--- src/rtl/prc_pkg.sv ---
`timescale 1ns / 1ps
`default_nettype none
// ----------------------------------------------------------------------------
// prc_pkg: shared types, constants and helpers of the pixel recolor engine
// Holds the opcode set, the pipeline word and the divider step function.
// ----------------------------------------------------------------------------
package prc_pkg;

  // Hue is kept in fixed point with 16 fraction bits; six sextants make a turn.
  localparam int unsigned HUE_FRAC_BITS = 16;
  localparam logic [19:0] HUE_FULL = 20'd393216;

  // (x + 127) / 255 is done as ((x + 127) * 32897) >> 23, exact for 16-bit x.
  localparam logic [15:0] MUL_ROUND = 16'd127;
  localparam logic [15:0] RECIP_255 = 16'd32897;

  // Quotient bits resolved by each call of div_steps.
  localparam int unsigned DIV_STEPS = 4;

  typedef enum logic [1:0] {
    OP_MULTIPLY    = 2'd0,
    OP_PURPLE_TINT = 2'd1,
    OP_HUE_ROTATE  = 2'd2,
    OP_TINT        = 2'd3
  } opcode_t;

  typedef struct packed {
    logic [8:0]  rem;
    logic [16:0] q;
  } div_t;

  // One word of the pipeline. Each stage fills in the fields it owns.
  typedef struct packed {
    opcode_t          op;
    logic [31:0]      px;
    logic [31:0]      arg;
    logic [7:0]       mn;
    logic [7:0]       mx;
    logic [7:0]       d;
    logic [2:0]       sext;
    logic [10:0]      argmod;
    logic             pass;
    div_t             div;
    logic [3:0][15:0] prod;
    logic [18:0]      hue;
    logic [23:0]      hprod;
    logic [31:0]      res;
  } stage_t;

  // Restoring division, DIV_STEPS quotient bits. The remainder stays below d.
  function automatic div_t div_steps(input div_t s, input logic [7:0] d);
    div_t        t;
    logic [8:0]  r;
    logic        qb;
    t = s;
    for (int i = 0; i < DIV_STEPS; i++) begin
      r = {t.rem[7:0], 1'b0};
      if (r >= {1'b0, d}) begin
        r  = r - {1'b0, d};
        qb = 1'b1;
      end else begin
        qb = 1'b0;
      end
      t.rem = r;
      t.q   = {t.q[15:0], qb};
    end
    return t;
  endfunction

  // Residue modulo 3 of a 23-bit value: base-4 digit sums fold it down.
  function automatic logic [1:0] mod3_23(input logic [22:0] v);
    logic [23:0] w;
    logic [5:0]  s1;
    logic [3:0]  s2;
    w  = {1'b0, v};
    s1 = '0;
    for (int i = 0; i < 12; i++) begin
      s1 = s1 + 6'(w[2*i +: 2]);
    end
    s2 = 4'(s1[1:0]) + 4'(s1[3:2]) + 4'(s1[5:4]);
    if (s2 >= 4'd6) begin
      s2 = s2 - 4'd6;
    end
    if (s2 >= 4'd3) begin
      s2 = s2 - 4'd3;
    end
    return s2[1:0];
  endfunction

endpackage
`default_nettype wire

--- src/rtl/prc_in_if.sv ---
`timescale 1ns / 1ps
`default_nettype none
// ----------------------------------------------------------------------------
// prc_in_if: input channel of the pixel recolor engine
// Carries one opcode, source pixel and color argument per word.
// ----------------------------------------------------------------------------
interface prc_in_if;
  logic        valid;
  logic        ready;
  logic [1:0]  opcode;
  logic [31:0] pixel_in;
  logic [31:0] color_arg;

  modport source (output valid, input ready, output opcode, output pixel_in,
                  output color_arg);
  modport sink (input valid, output ready, input opcode, input pixel_in,
                input color_arg);
endinterface
`default_nettype wire

--- src/rtl/prc_out_if.sv ---
`timescale 1ns / 1ps
`default_nettype none
// ----------------------------------------------------------------------------
// prc_out_if: output channel of the pixel recolor engine
// Carries one recolored pixel per word.
// ----------------------------------------------------------------------------
interface prc_out_if;
  logic        valid;
  logic        ready;
  logic [31:0] pixel_out;

  modport source (output valid, input ready, output pixel_out);
  modport sink (input valid, output ready, input pixel_out);
endinterface
`default_nettype wire

--- src/rtl/prc_pipe_stage.sv ---
`timescale 1ns / 1ps
`default_nettype none
// ----------------------------------------------------------------------------
// prc_pipe_stage: one register stage of the recolor pipeline
// Holds a word and its valid bit; it takes a new word when it is empty or
// when the next stage takes the one it holds.
// ----------------------------------------------------------------------------
module prc_pipe_stage
  import prc_pkg::*;
(
  input  logic   clk,
  input  logic   rst,
  input  logic   up_valid,
  output logic   up_ready,
  input  stage_t up_data,
  output logic   dn_valid,
  input  logic   dn_ready,
  output stage_t dn_data
);

  assign up_ready = !dn_valid || dn_ready;

  always_ff @(posedge clk) begin
    if (rst) begin
      dn_valid <= 1'b0;
    end else if (up_ready) begin
      dn_valid <= up_valid;
    end
  end

  always_ff @(posedge clk) begin
    if (up_ready && up_valid) begin
      dn_data <= up_data;
    end
  end

endmodule
`default_nettype wire

--- src/rtl/pixel_recolor_engine.sv ---
`timescale 1ns / 1ps
`default_nettype none
// ----------------------------------------------------------------------------
// pixel_recolor_engine: per-pixel multiply, tint, purple-gated tint and hue
// rotation of 32-bit pixels
// ----------------------------------------------------------------------------
// Usage:
//   src carries one word per pixel: opcode, pixel_in and color_arg. dst returns
//   one word with pixel_out for each accepted pixel, in order.
//   The block is an eight-stage pipeline: a pixel accepted on src passes
//   through the stage registers 0 to 7 in order and is offered on dst from
//   stage 7. One pixel enters in every cycle while dst does not stall; the hue
//   divider, which resolves its 17 quotient bits over four stages, sets the depth.
//   Each stage moves its word forward as soon as the next one is free, so
//   src.ready stays high while any stage holds a bubble. When dst stalls the
//   pipeline fills up and src.ready drops only once all eight stages are
//   full; nothing is lost or repeated.
//   Reset empties the pipeline; it holds no other state, so no word needs to
//   be written before the first pixel.
// ----------------------------------------------------------------------------
module pixel_recolor_engine
  import prc_pkg::*;
(
  input  logic      clk,
  input  logic      rst,
  prc_in_if.sink    src,
  prc_out_if.source dst
);

  localparam int unsigned NUM_STAGES = 8;

  stage_t                pipe_d [NUM_STAGES];
  stage_t                pipe_q [NUM_STAGES];
  logic [NUM_STAGES-1:0] pipe_v;
  logic [NUM_STAGES-1:0] pipe_rdy;

  // Stage 0: min, max, sextant and numerator, gates, byte products.
  function automatic stage_t stage_front(input logic [1:0] opc, input logic [31:0] px,
                                         input logic [31:0] arg);
    stage_t     s;
    logic [7:0] c0, c1, c2, mn, mx, num;
    s   = '0;
    c0  = px[7:0];
    c1  = px[15:8];
    c2  = px[23:16];
    mx  = c0;
    mn  = c0;
    if (c1 > mx) mx = c1;
    if (c2 > mx) mx = c2;
    if (c1 < mn) mn = c1;
    if (c2 < mn) mn = c2;
    num = '0;
    // Later sextant matches override earlier ones.
    if (c0 == mn && c2 == mx) begin s.sext = 3'd0; num = c1 - mn; end
    if (c0 == mn && c1 == mx) begin s.sext = 3'd1; num = mx - c2; end
    if (c2 == mn && c1 == mx) begin s.sext = 3'd2; num = c0 - mn; end
    if (c0 == mx && c2 == mn) begin s.sext = 3'd3; num = mx - c1; end
    if (c1 == mn && c0 == mx) begin s.sext = 3'd4; num = c2 - mn; end
    if (c1 == mn && c2 == mx) begin s.sext = 3'd5; num = mx - c0; end
    s.op      = opcode_t'(opc);
    s.px      = px;
    s.arg     = arg;
    s.mn      = mn;
    s.mx      = mx;
    s.d       = mx - mn;
    s.div.rem = {1'b0, num};
    s.div.q   = '0;
    s.argmod  = {mod3_23(arg[31:9]), arg[8:0]};
    unique case (s.op)
      OP_HUE_ROTATE:  s.pass = (mn == mx);
      OP_PURPLE_TINT: s.pass = !(c0 == c2 && c0 > c1);
      default:        s.pass = 1'b0;
    endcase
    for (int k = 0; k < 4; k++) begin
      s.prod[k] = {8'b0, px[8*k +: 8]} * {8'b0, arg[8*k +: 8]};
    end
    return s;
  endfunction

  // Stage 1: top quotient bit and first divider steps; tint products.
  function automatic stage_t stage_div_first(input stage_t p);
    stage_t     s;
    logic [8:0] span;
    s = p;
    if (s.div.rem >= {1'b0, s.d}) begin
      s.div.q   = 17'd1;
      s.div.rem = s.div.rem - {1'b0, s.d};
    end
    s.div = div_steps(s.div, s.d);
    span  = {1'b0, s.mx} - {1'b0, s.mn} + 9'd1;
    if (s.op != OP_MULTIPLY) begin
      for (int k = 0; k < 3; k++) begin
        s.prod[k] = {7'b0, span} * {8'b0, s.arg[8*k +: 8]};
      end
    end
    return s;
  endfunction

  // Stage 2: divider steps; pass-through, multiply and tint results.
  function automatic stage_t stage_div_res(input stage_t p);
    stage_t      s;
    logic [15:0] x;
    logic [31:0] m;
    s     = p;
    s.div = div_steps(s.div, s.d);
    if (s.pass) begin
      s.res = s.px;
    end else if (s.op == OP_MULTIPLY) begin
      for (int k = 0; k < 4; k++) begin
        x = s.prod[k] + MUL_ROUND;
        m = {16'b0, x} * {16'b0, RECIP_255};
        s.res[8*k +: 8] = m[30:23];
      end
    end else begin
      s.res = {s.px[31:24], s.mn + s.prod[2][15:8], s.mn + s.prod[1][15:8],
               s.mn + s.prod[0][15:8]};
    end
    return s;
  endfunction

  function automatic stage_t stage_div(input stage_t p);
    stage_t s;
    s     = p;
    s.div = div_steps(s.div, s.d);
    return s;
  endfunction

  // Stage 5: hue plus shift, wrapped once into a full turn.
  function automatic stage_t stage_hue(input stage_t p);
    stage_t      s;
    logic [19:0] sum;
    s   = p;
    sum = {1'b0, s.sext, 16'b0} + {3'b0, s.div.q} + {1'b0, s.argmod, 8'b0};
    if (sum >= HUE_FULL) begin
      sum = sum - HUE_FULL;
    end
    s.hue = sum[18:0];
    return s;
  endfunction

  function automatic stage_t stage_scale(input stage_t p);
    stage_t s;
    s       = p;
    s.hprod = {16'b0, s.d} * {8'b0, s.hue[HUE_FRAC_BITS-1:0]};
    return s;
  endfunction

  // Stage 7: place min, max and the ramp values by sextant.
  function automatic stage_t stage_final(input stage_t p);
    stage_t     s;
    logic [7:0] fr, f2;
    s  = p;
    fr = s.mn + s.hprod[23:16];
    f2 = s.mx + s.mn - fr;
    if (s.op == OP_HUE_ROTATE && !s.pass) begin
      unique case (s.hue[18:16])
        3'd0:    s.res = {s.px[31:24], s.mx, fr, s.mn};
        3'd1:    s.res = {s.px[31:24], f2, s.mx, s.mn};
        3'd2:    s.res = {s.px[31:24], s.mn, s.mx, fr};
        3'd3:    s.res = {s.px[31:24], s.mn, f2, s.mx};
        3'd4:    s.res = {s.px[31:24], fr, s.mn, s.mx};
        default: s.res = {s.px[31:24], s.mx, s.mn, f2};
      endcase
    end
    return s;
  endfunction

  assign pipe_d[0] = stage_front(src.opcode, src.pixel_in, src.color_arg);
  assign pipe_d[1] = stage_div_first(pipe_q[0]);
  assign pipe_d[2] = stage_div_res(pipe_q[1]);
  assign pipe_d[3] = stage_div(pipe_q[2]);
  assign pipe_d[4] = stage_div(pipe_q[3]);
  assign pipe_d[5] = stage_hue(pipe_q[4]);
  assign pipe_d[6] = stage_scale(pipe_q[5]);
  assign pipe_d[7] = stage_final(pipe_q[6]);

  for (genvar i = 0; i < NUM_STAGES; i++) begin : g_stage
    logic up_valid;
    logic dn_ready;
    if (i == 0) begin : g_first
      assign up_valid = src.valid;
    end else begin : g_mid
      assign up_valid = pipe_v[i-1];
    end
    if (i == NUM_STAGES - 1) begin : g_last
      assign dn_ready = dst.ready;
    end else begin : g_inner
      assign dn_ready = pipe_rdy[i+1];
    end
    prc_pipe_stage u_stage (
      .clk      (clk),
      .rst      (rst),
      .up_valid (up_valid),
      .up_ready (pipe_rdy[i]),
      .up_data  (pipe_d[i]),
      .dn_valid (pipe_v[i]),
      .dn_ready (dn_ready),
      .dn_data  (pipe_q[i])
    );
  end

  assign src.ready     = pipe_rdy[0];
  assign dst.valid     = pipe_v[NUM_STAGES-1];
  assign dst.pixel_out = pipe_q[NUM_STAGES-1].res;

  // The input is refused only when every stage holds a word.
  a_no_bubble_stall: assert property (@(posedge clk) disable iff (rst)
    !src.ready |-> (&pipe_v))
    else $error("input refused while the pipeline has a bubble");

  // After the last divider stage the remainder is below the divisor.
  a_div_rem: assert property (@(posedge clk) disable iff (rst)
    (pipe_v[4] && pipe_q[4].op == OP_HUE_ROTATE && !pipe_q[4].pass)
      |-> (pipe_q[4].div.rem < {1'b0, pipe_q[4].d}))
    else $error("divider remainder not below divisor");

  // The wrapped hue lies within one turn.
  a_hue_range: assert property (@(posedge clk) disable iff (rst)
    (pipe_v[5] && pipe_q[5].op == OP_HUE_ROTATE && !pipe_q[5].pass)
      |-> ({1'b0, pipe_q[5].hue} < HUE_FULL))
    else $error("hue outside one turn");

  // The ramp offset stays below the span, so the ramp value stays in range.
  a_ramp_range: assert property (@(posedge clk) disable iff (rst)
    (pipe_v[6] && pipe_q[6].op == OP_HUE_ROTATE && !pipe_q[6].pass)
      |-> (pipe_q[6].hprod[23:16] < pipe_q[6].d))
    else $error("hue ramp offset exceeds span");

endmodule
`default_nettype wire
--- src/flat_wrapper.sv ---
// flat-port wrapper written by rule: the top's interface ports become plain ports
module pixel_recolor_engine_flat import prc_pkg::*;
  (clk, rst, src_valid, src_ready, src_opcode, src_pixel_in, src_color_arg, dst_valid, dst_ready, dst_pixel_out);
  prc_in_if src_i ();
  prc_out_if dst_i ();
  input  logic clk;
  input  logic rst;
  input wire logic [$bits(src_i.valid)-1:0] src_valid;
  output wire logic [$bits(src_i.ready)-1:0] src_ready;
  input wire logic [$bits(src_i.opcode)-1:0] src_opcode;
  input wire logic [$bits(src_i.pixel_in)-1:0] src_pixel_in;
  input wire logic [$bits(src_i.color_arg)-1:0] src_color_arg;
  output wire logic [$bits(dst_i.valid)-1:0] dst_valid;
  input wire logic [$bits(dst_i.ready)-1:0] dst_ready;
  output wire logic [$bits(dst_i.pixel_out)-1:0] dst_pixel_out;
  assign src_i.valid = src_valid;
  assign src_ready = src_i.ready;
  assign src_i.opcode = src_opcode;
  assign src_i.pixel_in = src_pixel_in;
  assign src_i.color_arg = src_color_arg;
  assign dst_valid = dst_i.valid;
  assign dst_i.ready = dst_ready;
  assign dst_pixel_out = dst_i.pixel_out;
  pixel_recolor_engine u_core (.clk(clk), .rst(rst), .src(src_i), .dst(dst_i));
endmodule
--- config.mk ---
export PLATFORM = sky130hd
export DESIGN_NAME = pixel_recolor_engine_flat
export DESIGN_NICKNAME = d
export VERILOG_FILES = /design/src/rtl/prc_pkg.sv /design/src/rtl/prc_in_if.sv /design/src/rtl/prc_out_if.sv /design/src/rtl/prc_pipe_stage.sv /design/src/rtl/pixel_recolor_engine.sv /design/src/flat_wrapper.sv
export SDC_FILE = /design/constraint.sdc
export NUM_CORES = 2
export LEC_CHECK = 0
export ABC_AREA = 1
export CAP_MARGIN = 25
export CORE_ASPECT_RATIO = 1.4
export CORE_MARGIN = 2
export CORE_UTILIZATION = 50
export CTS_BUF_LIST = sky130_fd_sc_hd__clkbuf_16
export CTS_CLUSTER_DIAMETER = 100
export DETAILED_ROUTE_END_ITERATION = 10
export DONT_BUFFER_PORTS = 1
export GPL_TIMING_DRIVEN = 0
export PLACE_DENSITY_LB_ADDON = 0.15
export SKIP_LAST_GASP = 1
export SLEW_MARGIN = 20
export SYNTH_ARGS = -nofsm -noshare
export SYNTH_HDL_FRONTEND = slang
export SYNTH_SLANG_ARGS = --single-unit
--- constraint.sdc ---
create_clock -name clk -period 22.6 [get_ports clk]
set_input_delay 1.13 -clock clk [delete_from_list [all_inputs] [get_ports clk]]
set_output_delay 1.13 -clock clk [all_outputs]
set_load 0.005 [all_outputs]
### Yosys cells after proc, flatten, opt, wreduce, memory -nomap -nowiden

Index checks and enable logic that the tools add are counted.
Widths: inputs -> output; s select.

| storage, ports and cells | value |
|---|---|
| flip-flop bits (word level) | 965 |
| output and inout port bits | 34 |
| bits of input ports | 70 |

| cells by class | value |
|---|---|
| mux-type cells | 55 |
| $lt $le $gt $ge | 25 |
| eq/ne operators | 15 |
| reduce and logical (&&, ||, !) cells | 38 |
| multiply operators | 12 |
| add/subtract/negate cells | 53 |

Operators with widths:

| operator | count |
|---|---|
| $mux 8 | 25 |
| $sub 8x8->8 | 24 |
| $ge 9x8->1 | 16 |
| $mul 16x16->31 const B | 4 |
| $pmux 24 s5 | 1 |
| $mux 32 | 3 |
| $add 16x7->16 const B | 4 |
| $eq 8x8->1 | 8 |
| $mul 8x8->16 | 4 |
| $add 6x2->6 | 8 |
| $mul 9x8->16 | 3 |
| $mux 48 | 1 |
| $add 8x8->8 | 5 |
| $mux 25 | 1 |
| $gt 8x8->1 | 3 |
| $mul 8x16->24 | 1 |
| $add 19x17->20 | 1 |
| $add 20x19->20 | 1 |
| $ge 20x19->1 const B | 1 |
| $mux 19 | 1 |
| $sub 19x19->19 const B | 1 |
| $mux 1 | 18 |
| $logic_and 1x1->1 | 16 |
| $lt 8x8->1 | 2 |
| 25 further kinds | 46 |

### Logic depth before layout (Yosys ltp)

| logic depth | value |
|---|---|
| depth in word-level cells | 17 |
| mapped depth | 66 |

### Modules after synthesis

A second synthesis with hierarchy kept.

| second synthesis, totals | value |
|---|---|
| cell total of the unflattened synthesis | 8,044 |
| area, all modules | 105,085.8 um^2 |

Modules (own cells, without submodules):

| module | area an instance (um^2) | cells an instance | times used | sequential area each (um^2) |
|---|---|---|---|---|
| prc_pipe_stage | 8,155.3 | 276 | 8 | 8,127.8 |
| pixel_recolor_engine | 39,843.2 | 5,836 | 1 | 0.0 |

### Worst setup path after synthesis

OpenSTA, ideal clock, no wires.

| path | value |
|---|---|
| path kind | input to register |
| start point | input dst_ready |
| end point | register u_core.g_stage[0].u_stage.dn_data[100] in the netlist's numbering (enable) |
| cell stages on the path | 16 |
| slack | 13.310 ns |
| library setup time | 0.686 ns |
| data required time | 21.914 ns |
| arrival time | 8.604 ns |
| path buffers | 0 |
| cell sequence | nor2_1 -> inv_1 -> nor2_1 -> inv_1 -> nor2_1 -> inv_1 -> nor2_1 -> inv_1 -> nor2_1 -> inv_1 -> nor2_1 -> inv_1 -> nor2_1 -> inv_1 -> nor2_1 -> nor2_1 |

| on the way | value |
|---|---|
| word-level cells in the longest chain between the ends | 9 |

Ends and longest elaborated chain:

| what | RTL line | source |
|---|---|---|
| from (decl) | flat_wrapper.sv:14 | `input wire logic [$bits(dst_i.ready)-1:0] dst_ready;` |
| $logic_or 1x1->1 (8 in a row) | prc_pipe_stage.sv:21 | `assign up_ready = !dn_valid \|\| dn_ready;` |
| $logic_and 1x1->1 | prc_pipe_stage.sv:32 | `if (up_ready && up_valid) begin` |
| to (signal assigned) | prc_pipe_stage.sv:33 | `dn_data <= up_data;` |
| to (decl) | prc_pipe_stage.sv:18 | `output stage_t dn_data` |

Every way passes these cells.
A chain may end at the register's enable or synchronous reset.

==> impl_metrics.ini <==
[timing]
worst_pin_slew_ns = 1.02
finalCriticalPeriod_ns = 10.49
setup_viol = 0
setup_slack_ns = 12.11
rsz0062_at_grt = false
drv_slew = 0
period_share_pct = 46.4
finClkSkew_ns = 0.0205
report.final.hold_viol_count = 0
timing.fmax_mhz = 95.4
hold_ws_ns = 0.398
slew_headroom_pct = 32.3
fin_setup_tns_ns = 0

[worst_setup_path]
cp_max_fo = 10
path_class = reg -> reg
critPathArrivalTime_ns = 10.89
endpoint_kind = flip-flop
crit_path_frequent_cell = a21oi_1
crit_path_top_delay_cell = edfxtp_1
cpPeakStageDelay_ns = 0.40
critPathRequiredTime_ns = 23.01
path_buf_inv = 10
start_kind = flip-flop
critPathTopFamily = compound AO/OA/AOI/OAI gates

[logic_synthesis]
synth.cell_area_um2 = 63300
synth-edff-count = 796
async_reset_ff_share_pct = 0
ys_ff_latch = 804
synthCells = 6498
syn_nets = 7797
yosys_warnings = 0
ys_seq_area_share_pct = 38.0
synth_ff_type = edfxtp_1
synth.distinct_cells = 81
avgSynthCellArea_um2 = 9.74

[clock_network]
clk_latency_ns = 0.68
cts_hold_buffers = 0
path_clk_slew_ns = 0.06
cts_tree = done
cts_resized = 0
clk_path_buf_depth = 3
cts_sinks = 804
post_cts_buffers = 0
cts_inserted_buffers = 83
h-tree-depth = 3
root_buffer = clkbuf_16

[die]
dieArea_um2 = 130000
io_pins = 104
die_w_um = 305
fp-row-count = 154
dieHeight_um = 425
initial_core_util_pct = 50.3
core_area_um2 = 126000

[detailed_routing]
drt-initial-drc-count = 2572
via_per_inst = 5.29
drtAntennaViolNets = 0
drtPass1Iterations = 6
drc = 0
vias = 44000
routed_wl_um = 155000
routedWlPerCell_um = 18.6

[place]
globalplace.congestion = 0.919
hpwl_um = 125000
dp_slack_ns = 12.08
dpl_cell_area_um2 = 65900
io_buffers = 0

[grt]
grt_max_degree = 100
grt_pass1_wl_um = 243000
first_global_vias = 45000
grt_usage_pct = 24.3
grt_overflow_total = 0
antenna_found_initial = 6

[hold_path]
hold_path.class = reg -> reg

[layout]
drive_gt1_share_pct = 4.75
area_growth_pct = 8.54
design_area_um2 = 68700
nets = 7905
nFillCells = 11200

[job]
drv_cap = 0

[outcome]
outcome = completed
## final timing paths
check,cells after the start,startpoint,to,slack (ns)
max,60,u_core.g_stage[0].u_stage.dn_data[185]$_DFFE_PP_,u_core.g_stage[1].u_stage.dn_data[161]$_DFFE_PP_,12.11
min,0,u_core.g_stage[2].u_stage.dn_data[141]$_DFFE_PP_,u_core.g_stage[3].u_stage.dn_data[145]$_DFFE_PP_,0.40
max reg2reg,60,u_core.g_stage[0].u_stage.dn_data[185]$_DFFE_PP_,u_core.g_stage[1].u_stage.dn_data[161]$_DFFE_PP_,12.11
min reg2reg,0,u_core.g_stage[2].u_stage.dn_data[141]$_DFFE_PP_,u_core.g_stage[3].u_stage.dn_data[145]$_DFFE_PP_,0.40
## layer usage
| layer | up-vias | share of wire (%) | global-route usage (%) | wire length [µm] |
|---|---|---|---|---|
| met2 | 1014 | 52 | 44.8 | 79900 |
| met1 | 21200 | 40 | 28.2 | 61300 |
| met5 | - | 0.0084 | 0 | 13 |
| met4 | 2 | 3.7 | 9.54 | 5760 |
| li1 | 21500 | - | - | - |
| met3 | 280 | 5.0 | 3.67 | 7680 |
## cells in the mapped netlist, drive strengths merged (25+ instances only)
cell type / n / area, µm²
ha: 833 / 10400
inv: 1189 / 4480
xnor2: 106 / 928
xor2: 214 / 1880
fa: 396 / 7930
nand2: 1295 / 4940
nor2: 375 / 1480
nand4: 48 / 300
nor3: 35 / 200
nand3: 130 / 723
o21bai: 37 / 282
edfxtp: 796 / 23900
or2: 25 / 159
a21oi: 384 / 1970
o21ai: 284 / 1500
clkbuf: 143 / 544
## stage by stage
| stage | cells | utilization (%) |
|---|---|---|
| finish | 8315 | 54.6 |
| global route | 8315 | 54.6 |
| CTS | 8308 | 54.6 |
| detailed placement | 8158 | 52.4 |
| global placement | 8136 | 51.9 |
| floorplan | 6498 | - |
## state kept, by name (all words and copies together) (netlist names)
register,cells
u_core.g_stage.u_stage.dn_data,796
u_core.g_stage.u_stage.dn_valid,8
## logic make-up after synthesis
family | synth area share (%)
XOR/XNOR | 4.44
multiplexers | 0.0652
AO/OA/AOI/OAI | 7.67
adder cells (fa/ha/maj) | 29.0
buffers and inverters | 8.26
flip-flops | 38.0
AND/OR/NAND/NOR | 12.6
## cell usage in the layout (no fill, tap or decap), types with 9 or more instances in the layout
master / synthesis / routed
a211oi_1: 18 / 18
a21o_1: 20 / 20
a21oi_1: 374 / 374
a21oi_2: 9 / 9
a31oi_1: 21 / 21
buf_12: 0 / 13
bufinv_16: 0 / 10
clkbuf_1: 137 / 137
clkbuf_16: 0 / 83
clkinv_1: 10 / 20
clkinv_2: 0 / 14
edfxtp_1: 796 / 796
fa_1: 396 / 396
ha_1: 833 / 833
inv_1: 1171 / 1175
inv_2: 14 / 14
inv_6: 1 / 9
nand2_1: 1270 / 1270
nand2_2: 21 / 21
nand3_1: 120 / 120
nand4_1: 48 / 48
nor2_1: 366 / 362
nor3_1: 30 / 30
o21ai_0: 248 / 240
o21ai_1: 16 / 23
o21ai_2: 19 / 20
o21bai_1: 36 / 36
o22ai_1: 9 / 9
o31ai_1: 14 / 14
or2_2: 22 / 22
xnor2_1: 106 / 106
xor2_1: 213 / 212
## area by class of cell
cell class | instances | area [µm²] | share of cell area, %
Clock buffer | 83 | 2080 | 3.02
Timing Repair Buffer | 23 | 474 | 0.690
Multi-Input combinational cell | 4330 | 34100 | 49.6
Clock inverter | 67 | 731 | 1.06
Inverter | 1199 | 4540 | 6.60
Buffer | 165 | 711 | 1.03
Antenna cell | 6 | 15.0 | 0.0219
Sequential cell | 804 | 24100 | 35.0
Tap cell | 1638 | 2050 | 2.98
Power is not shown: default switching activity piles up to over one toggle a cycle in this logic, so the estimate is an artifact.
